$ cat src/rtl/core/svm_pkg.sv
`default_nettype none
// ----------------------------------------------------------------------------
// svm_pkg
// Shared widths, opcode codes and the result record of the small vm step.
// ----------------------------------------------------------------------------
package svm_pkg;

   localparam int SVM_ADDR_W   = 12;
   localparam int SVM_WORD_W   = 16;
   localparam int SVM_DATA_W   = 8;
   localparam int SVM_IDX_W    = 4;
   localparam int SVM_NUM_REGS = 16;

   localparam logic [SVM_ADDR_W-1:0] SVM_START_RESET = 12'h200;

   // major opcodes, top nibble of the instruction word
   localparam logic [3:0] OP_JUMP    = 4'h1;
   localparam logic [3:0] OP_SKIP_EQ = 4'h3;
   localparam logic [3:0] OP_SKIP_NE = 4'h4;
   localparam logic [3:0] OP_SKIP_RR = 4'h5;
   localparam logic [3:0] OP_LOAD    = 4'h6;
   localparam logic [3:0] OP_ADD     = 4'h7;
   localparam logic [3:0] OP_ALU     = 4'h8;

   // register-register sub-operations, low nibble
   localparam logic [3:0] ALU_COPY = 4'h0;
   localparam logic [3:0] ALU_OR   = 4'h1;
   localparam logic [3:0] ALU_AND  = 4'h2;
   localparam logic [3:0] ALU_XOR  = 4'h3;

   typedef struct packed {
      logic [SVM_ADDR_W-1:0] next_address;
      logic                  skip_taken;
      logic                  reg_write;
      logic [SVM_IDX_W-1:0]  reg_index;
      logic [SVM_DATA_W-1:0] reg_value;
   } svm_result_type;

endpackage
`default_nettype wire

$ cat src/rtl/core/svm_exec.sv
`default_nettype none
// ----------------------------------------------------------------------------
// svm_exec
// Decode and execute of one instruction word against its two register
// operands and the current program address.
// ----------------------------------------------------------------------------
module svm_exec (
   input  wire logic [svm_pkg::SVM_WORD_W-1:0] instr_word,
   input  wire logic [svm_pkg::SVM_DATA_W-1:0] vx,
   input  wire logic [svm_pkg::SVM_DATA_W-1:0] vy,
   input  wire logic [svm_pkg::SVM_ADDR_W-1:0] fetch_address,
   output svm_pkg::svm_result_type              result
);
   import svm_pkg::*;

   logic [3:0]            op;
   logic [SVM_IDX_W-1:0]  x_idx;
   logic [3:0]            n_sub;
   logic [SVM_DATA_W-1:0] nn;
   logic [SVM_ADDR_W-1:0] seq_addr;
   logic                  skip;
   logic                  wr;
   logic [SVM_DATA_W-1:0] val;

   // instruction fields
   assign op       = instr_word[15:12];
   assign x_idx    = instr_word[11:8];
   assign n_sub    = instr_word[3:0];
   assign nn       = instr_word[7:0];
   assign seq_addr = fetch_address + SVM_ADDR_W'(2);

   // decode: skip condition and register write
   always_comb begin
      skip = 1'b0;
      wr   = 1'b0;
      val  = '0;
      unique case (op)
         OP_SKIP_EQ: skip = (vx == nn);
         OP_SKIP_NE: skip = (vx != nn);
         OP_SKIP_RR: skip = (n_sub == 4'h0) && (vx == vy);
         OP_LOAD: begin
            wr  = 1'b1;
            val = nn;
         end
         OP_ADD: begin
            wr  = 1'b1;
            val = vx + nn;
         end
         OP_ALU: begin
            unique case (n_sub)
               ALU_COPY: begin
                  wr  = 1'b1;
                  val = vy;
               end
               ALU_OR: begin
                  wr  = 1'b1;
                  val = vx | vy;
               end
               ALU_AND: begin
                  wr  = 1'b1;
                  val = vx & vy;
               end
               ALU_XOR: begin
                  wr  = 1'b1;
                  val = vx ^ vy;
               end
               default: wr = 1'b0;
            endcase
         end
         default: skip = 1'b0;
      endcase
   end

   // next address and result record
   always_comb begin
      if (op == OP_JUMP) begin
         result.next_address = instr_word[SVM_ADDR_W-1:0];
      end else if (skip) begin
         result.next_address = seq_addr + SVM_ADDR_W'(2);
      end else begin
         result.next_address = seq_addr;
      end
      result.skip_taken = skip;
      result.reg_write  = wr;
      result.reg_index  = wr ? x_idx : '0;
      result.reg_value  = wr ? val : '0;
   end

endmodule
`default_nettype wire

$ cat src/rtl/core/small_vm_instruction_step.sv
`default_nettype none
// ----------------------------------------------------------------------------
// small_vm_instruction_step
// One instruction step of a small 8-bit interpreter machine subset.
// ----------------------------------------------------------------------------
// Usage:
//   req_*  : one instruction word per transfer (valid/stall, stall driven here).
//   rsp_*  : one result per instruction: next address, skip flag and the
//            data register write, if any (valid/stall, stall driven by sink).
//   csr_*  : write of the start address; it also reloads the program address.
//            csr_ready is always high; write only while the block is idle.
// Path: a request transfer reads the synchronous register file into the read
//   stage registers; execute then writes its result into the output register,
//   and a stalled output can hold the read stage between the two.
// Throughput: one instruction per cycle unless the output stalls. The sixteen
//   data registers sit in a two-read, one-write memory; a write from the
//   previous instruction is forwarded to the next one whose read it overlapped.
// Reset: program address loads 0x200 and all data registers read as zero
//   (per-entry valid bits); nothing is in flight.
// Stall: a stalled result holds in the output register; the execute stage
//   and then the request side stall behind it, nothing is dropped.
// ----------------------------------------------------------------------------
module small_vm_instruction_step (
   input  wire logic                            clock,
   input  wire logic                            reset,
   input  wire logic                            req_valid,
   output      logic                            req_stall,
   input  wire logic [svm_pkg::SVM_WORD_W-1:0]  req_instruction_word,
   output      logic                            rsp_valid,
   input  wire logic                            rsp_stall,
   output      logic [svm_pkg::SVM_ADDR_W-1:0]  rsp_next_address,
   output      logic                            rsp_skip_taken,
   output      logic                            rsp_reg_write,
   output      logic [svm_pkg::SVM_IDX_W-1:0]   rsp_reg_index,
   output      logic [svm_pkg::SVM_DATA_W-1:0]  rsp_reg_value,
   input  wire logic                            csr_valid,
   output      logic                            csr_ready,
   input  wire logic [svm_pkg::SVM_ADDR_W-1:0]  csr_start_address
);
   import svm_pkg::*;

   // register file memory and its valid bits
   logic [SVM_DATA_W-1:0]   regs_mem [SVM_NUM_REGS];
   logic [SVM_NUM_REGS-1:0] regs_valid_ff;
   logic [SVM_NUM_REGS-1:0] regs_valid_in;

   // read stage
   logic [SVM_DATA_W-1:0]   rd_x_ff;
   logic [SVM_DATA_W-1:0]   rd_y_ff;
   logic                    rd_x_valid_ff;
   logic                    rd_y_valid_ff;
   logic [SVM_WORD_W-1:0]   s1_word_ff;
   logic                    s1_valid_ff;
   logic                    s1_valid_in;

   // forwarding of the last retired write
   logic                    fwd_valid_ff;
   logic                    fwd_valid_in;
   logic [SVM_IDX_W-1:0]    fwd_idx_ff;
   logic [SVM_DATA_W-1:0]   fwd_val_ff;

   // program address and output register
   logic [SVM_ADDR_W-1:0]   fetch_address_ff;
   logic [SVM_ADDR_W-1:0]   fetch_address_in;
   logic                    rsp_valid_ff;
   logic                    rsp_valid_in;
   svm_result_type          rsp_ff;
   svm_result_type          result;

   logic                    req_xfer;
   logic                    csr_xfer;
   logic                    s1_adv;
   logic [SVM_IDX_W-1:0]    req_x;
   logic [SVM_IDX_W-1:0]    req_y;
   logic [SVM_IDX_W-1:0]    s1_x;
   logic [SVM_IDX_W-1:0]    s1_y;
   logic [SVM_DATA_W-1:0]   vx;
   logic [SVM_DATA_W-1:0]   vy;

   // handshake
   assign s1_adv    = s1_valid_ff && (!rsp_valid_ff || !rsp_stall);
   assign req_stall = s1_valid_ff && !s1_adv;
   assign req_xfer  = req_valid && !req_stall;
   assign csr_ready = 1'b1;
   assign csr_xfer  = csr_valid && csr_ready;

   assign req_x = req_instruction_word[11:8];
   assign req_y = req_instruction_word[7:4];
   assign s1_x  = s1_word_ff[11:8];
   assign s1_y  = s1_word_ff[7:4];

   // register file read on request transfer, registered data
   always_ff @(posedge clock) begin
      if (req_xfer) begin
         rd_x_ff       <= regs_mem[req_x];
         rd_y_ff       <= regs_mem[req_y];
         rd_x_valid_ff <= regs_valid_ff[req_x];
         rd_y_valid_ff <= regs_valid_ff[req_y];
         s1_word_ff    <= req_instruction_word;
      end
   end

   // register file write when the execute stage retires
   always_ff @(posedge clock) begin
      if (s1_adv && result.reg_write) begin
         regs_mem[result.reg_index] <= result.reg_value;
      end
   end

   // operands: forward the write that retired alongside this read
   always_comb begin
      if (fwd_valid_ff && (fwd_idx_ff == s1_x)) begin
         vx = fwd_val_ff;
      end else begin
         vx = rd_x_valid_ff ? rd_x_ff : '0;
      end
      if (fwd_valid_ff && (fwd_idx_ff == s1_y)) begin
         vy = fwd_val_ff;
      end else begin
         vy = rd_y_valid_ff ? rd_y_ff : '0;
      end
   end

   svm_exec u_exec (
      .instr_word    (s1_word_ff),
      .vx            (vx),
      .vy            (vy),
      .fetch_address (fetch_address_ff),
      .result        (result)
   );

   // next-state logic for control registers
   always_comb begin
      s1_valid_in = req_xfer || (s1_valid_ff && !s1_adv);

      rsp_valid_in = rsp_valid_ff && rsp_stall;
      if (s1_adv) begin
         rsp_valid_in = 1'b1;
      end

      fwd_valid_in = fwd_valid_ff;
      if (s1_adv) begin
         fwd_valid_in = result.reg_write;
      end

      regs_valid_in = regs_valid_ff;
      if (s1_adv && result.reg_write) begin
         regs_valid_in[result.reg_index] = 1'b1;
      end

      priority if (csr_xfer) begin
         fetch_address_in = csr_start_address;
      end else if (s1_adv) begin
         fetch_address_in = result.next_address;
      end else begin
         fetch_address_in = fetch_address_ff;
      end
   end

   // control registers
   always_ff @(posedge clock) begin
      if (reset) begin
         s1_valid_ff      <= 1'b0;
         rsp_valid_ff     <= 1'b0;
         fwd_valid_ff     <= 1'b0;
         regs_valid_ff    <= '0;
         fetch_address_ff <= SVM_START_RESET;
      end else begin
         s1_valid_ff      <= s1_valid_in;
         rsp_valid_ff     <= rsp_valid_in;
         fwd_valid_ff     <= fwd_valid_in;
         regs_valid_ff    <= regs_valid_in;
         fetch_address_ff <= fetch_address_in;
      end
   end

   // payload registers: forwarding record and output
   always_ff @(posedge clock) begin
      if (s1_adv) begin
         fwd_idx_ff <= result.reg_index;
         fwd_val_ff <= result.reg_value;
         rsp_ff     <= result;
      end
   end

   assign rsp_valid        = rsp_valid_ff;
   assign rsp_next_address = rsp_ff.next_address;
   assign rsp_skip_taken   = rsp_ff.skip_taken;
   assign rsp_reg_write    = rsp_ff.reg_write;
   assign rsp_reg_index    = rsp_ff.reg_index;
   assign rsp_reg_value    = rsp_ff.reg_value;

   // checks
   a_no_skip_and_write: assert property (@(posedge clock) disable iff (reset)
      rsp_valid_ff |-> !(rsp_ff.skip_taken && rsp_ff.reg_write))
      else $error("skip and register write in one result");

   a_idle_write_fields: assert property (@(posedge clock) disable iff (reset)
      (rsp_valid_ff && !rsp_ff.reg_write) |->
         (rsp_ff.reg_index == '0 && rsp_ff.reg_value == '0))
      else $error("write fields not zero without a register write");

   a_stall_only_when_busy: assert property (@(posedge clock) disable iff (reset)
      req_stall |-> (s1_valid_ff && rsp_valid_ff && rsp_stall))
      else $error("request stalled with free execute stage");

   a_csr_loads_address: assert property (@(posedge clock) disable iff (reset)
      csr_xfer |=> (fetch_address_ff == $past(csr_start_address)))
      else $error("start address write did not load program address");

   a_result_follows_retire: assert property (@(posedge clock) disable iff (reset)
      s1_adv |=> (rsp_valid_ff && rsp_ff.next_address == fetch_address_ff))
      else $error("retired instruction missing from output register");

endmodule
`default_nettype wire
$ cat config.mk
export PLATFORM = sky130hd
export DESIGN_NAME = small_vm_instruction_step
export DESIGN_NICKNAME = d
export VERILOG_FILES = /design/src/rtl/core/svm_pkg.sv /design/src/rtl/core/svm_exec.sv /design/src/rtl/core/small_vm_instruction_step.sv
export SDC_FILE = /design/constraint.sdc
export NUM_CORES = 1
export LEC_CHECK = 0
export ABC_AREA = 1
export BUFFER_PORTS_ARGS = -buffer_cell sky130_fd_sc_hd__buf_2
export CORE_MARGIN = 8
export CORE_UTILIZATION = 35
export DETAILED_ROUTE_END_ITERATION = 10
export GPL_TIMING_DRIVEN = 0
export SYNTH_ARGS = -nofsm -noshare
export SYNTH_HDL_FRONTEND = slang
export SYNTH_HIERARCHICAL = 1
export SYNTH_SLANG_ARGS = --single-unit
$ cat constraint.sdc
create_clock -name clock -period 3.85 [get_ports clock]
set_input_delay 0.1925 -clock clock [delete_from_list [all_inputs] [get_ports clock]]
set_output_delay 0.1925 -clock clock [all_outputs]
set_load 0.03 [all_outputs]
==> run metrics <==
Die X=~210 um; fmax=between 200 and 300 MHz; mux cell area share after synthesis=0; arrival time at the worst endpoint=approximately 3.6 ns; Synth Area in Simple Gates=0.3281; Post-synth ARST share=0; WL/cell=20.15 um; Pwr Total=around 5.9 mW; largest net degree at the start of global routing=35; largest family of logic cells by synthesized area=simple AND/OR/NAND/NOR gates; Seq/Total Area, Yosys=0.4978; Power Dens Cells=about 400 nW/um^2; die height=a little over 200 um; CTS Buf Count=25; Cells after DPL=approximately 2100; Area after DPL=13510 um^2; Post-synth EDFFs=approximately 190; Most common cell on crit path=nand2_1; initial DRC count=just over 1000; WP buf/inv=0; TritonCTS clock tree=yes; Ant. Diodes=0; Starting Density=0.3547; Syn Nets=around 1600; Rows=just under 70; CP max stage cell=nand3_2; final instance area=~15000 um^2; HPWL Detailed=31420 um; Final setup viols=0; status=complete, no violations; Max stage delay on crit path=roughly 0.50 ns; CTS Sinks=219; Lkg Pwr=6.860 nW; nature of the critical path endpoint=flip-flop; die area=~42000 um^2; Clock Tree Buf Depth=3; CP max FO=17; number of global-route vias before repair=roughly 11000; max_cap viols=0; setup TNS=0 ns; worst skew pair latency=roughly 0.56 ns; Max-Slew Margin vs Limit=0.2351; WHS=approximately 0.014 ns; commonest non-fill, non-tap cell in the layout=nand2_1; Final #Nets=1747; adder-cell share of the synthesized area=0.02644; Unique masters post-synth=44; worst slew pin tran=1.147 ns; antenna violations before repair=1; area share of xor/xnor cells in the synthesized design=0.006958; Setup WS post-layout=between 0.3 and 0.4 ns; GRT Overall Usage=0.2037; startpoint type of the worst setup path=flip-flop; Synthesis Warnings=6; clock period minus worst slack=roughly 3.5 ns; CP startpoint=rsp_reg_index[0]; utilization after layout=0.4143; Reg2Reg Capture Point=regs_mem[3][2]; most frequent cells in the layout=nand2_1, nand3_1, inv_1; Slew Limit Fails=0; fin crit share=0.9207; reg2reg setup slack=between 0.3 and 0.4 ns; Crit path depth=11; Reg clk slew, reported paths=0.06 ns; DR pass1 iterations=5; R2R Path Start=rsp_reg_index[0]; IO Count=between 60 and 70; P&R area growth vs syn=16.78%; VDD IR max=around 340 uV; CTS root buffer=clkbuf_16; number of port buffers=59; Worst Path Required=3.92 ns; synthesized flop and latch total=between 200 and 250; DRT antenna net count=0; Overflow after GRT=0; core area=35480 um^2; CTS H-tree lvls=1; Cell Count, Final, Fillers Out=2168; Post-Syn Instances=~1600; drt total wl=between 40000 and 50000 um; share of layout cells above drive strength 1=0.1277; Mapped Avg Cell Area=8.038 um^2; unrepaired setup endpoints after global routing=no; clock skew=roughly 0.024 ns; Vias/cell=5.154; critical setup path kind=reg -> reg; via count=~11000; setup slack at placement=-0.1451 ns; GP Congestion=0.9628; crit path to=regs_mem[3][2]; synthesized area=~13000 um^2; R2R cell count=11; worst-path cell chain=nand2_1 > nand2_1 > nor2_2 > nand3_2 > nand2_1 > nand2_1 > ha_1 > fa_1 > or2_2 > nand3_1 > nand3_2; # DRC=0; post-synthesis compound-gate area fraction=0.03241; type of the worst min-delay path=in -> reg; dominant synthesized flop cell=edfxtp_1; first-pass GRT wire length=65020 um; Crit path max-delay family=simple AND/OR/NAND/NOR gates; final hold violation count=0
synthesized netlist by cell type (5+ instances only):
library cell  count  area [um^2]
a21oi_1          15        75.07
buf_2            29        145.1
buf_4            29        217.7
clkbuf_1          5        18.77
clkinv_1          6        22.52
dfxtp_1          31        620.6
edfxtp_1        188         5645
ha_1             25        312.8
inv_1           238        893.4
inv_2             6        22.52
nand2_1         498         1869
nand2_2           6        37.54
nand3_1         301         1506
nand4_1          22        137.6
nor2_1           68        255.2
nor2_2           15        93.84
o211a_1          11        110.1
o21ai_0          15        75.07
xor2_1            6        52.55
layer usage:
metal / global-route usage / routed length, um / vias to the layer above
met5: 0 / 12 / -
li1: - / - / 5324
met3: 0.02771 / 3340 / 105
met2: 0.3326 / 19970 / 474
met1: 0.2699 / 18640 / 5269
met4: 0.08042 / 1718 / 2
flip-flops by register name, summed over array words and instances, names as in the netlist, 4 cells and up:
name / count
rd_y_ff: 8
regs_valid_ff: 16
regs_mem: 128
rsp_reg_index: 4
rd_x_ff: 8
fetch_address_ff: 12
s1_word_ff: 16
rsp_reg_value: 8
rsp_next_address: 12
worst reg2reg max path, delay by kind of cell (launching register included):
family,cells,cell delay (ns)
and+or+nand+nor,9,1.94
adders and majority gates,2,0.67
DFF,1,0.46
kinds of logic (layout without fill, tap and decap cells):
group / count (synthesis) / count (layout)
adder cells (fa/ha/maj): 26 / 26
AO/OA/AOI/OAI: 61 / 61
other: 1 / 1
XOR/XNOR: 10 / 10
buffers and inverters: 318 / 459
AND/OR/NAND/NOR: 931 / 931
flip-flops: 219 / 219
cell type report:
| class | count | area (um^2) |
|---|---|---|
| fillers | 3557 | 20780 |
| flip-flops and latches | 219 | 6266 |
| multi-input cells | 1029 | 4991 |
| inverters | 252 | 950.9 |
| repair buffers | 95 | 665.6 |
| clock buffers | 30 | 654.4 |
| well taps | 461 | 576.8 |
| plain buffers | 66 | 407.9 |
| clock inverters | 16 | 186.4 |
where the power goes:
| group | internal, mW | total, mW | switching (mW) |
|---|---|---|---|
| Sequential | 2.64 | 2.68 | 0.0439 |
| Combinational | 0.244 | 0.801 | 0.556 |
| Clock | 1.48 | 2.45 | 0.977 |
worst min-delay path by stage:
stage                            start           endpoint  slack [ns]  cells after the start
2_1_floorplan  req_instruction_word[0]      s1_word_ff[0]        0.29                      0
3_3_place_gp   req_instruction_word[3]      s1_word_ff[3]        0.37                      1
3_5_place_dp   req_instruction_word[3]      s1_word_ff[3]        0.37                      1
4_1_cts                          reset  regs_valid_ff[15]      0.0004                      2
5_1_grt                          reset  regs_valid_ff[15]        0.02                      2
6_report                         reset  regs_valid_ff[15]        0.01                      2
repair_timing:
| action | in CTS | in global routing |
|---|---|---|
| pin swaps | 0 | 1 |
| hold buffers | 29 | 0 |
| gates cloned | 0 | 0 |
| endpoints found under the setup margin | 17 | 79 |
| setup buffers | 0 | 1 |
| hold endpoints to repair | 29 | 0 |
| gates resized for setup | 1 | 4 |
(Power assumes the default switching activity.)
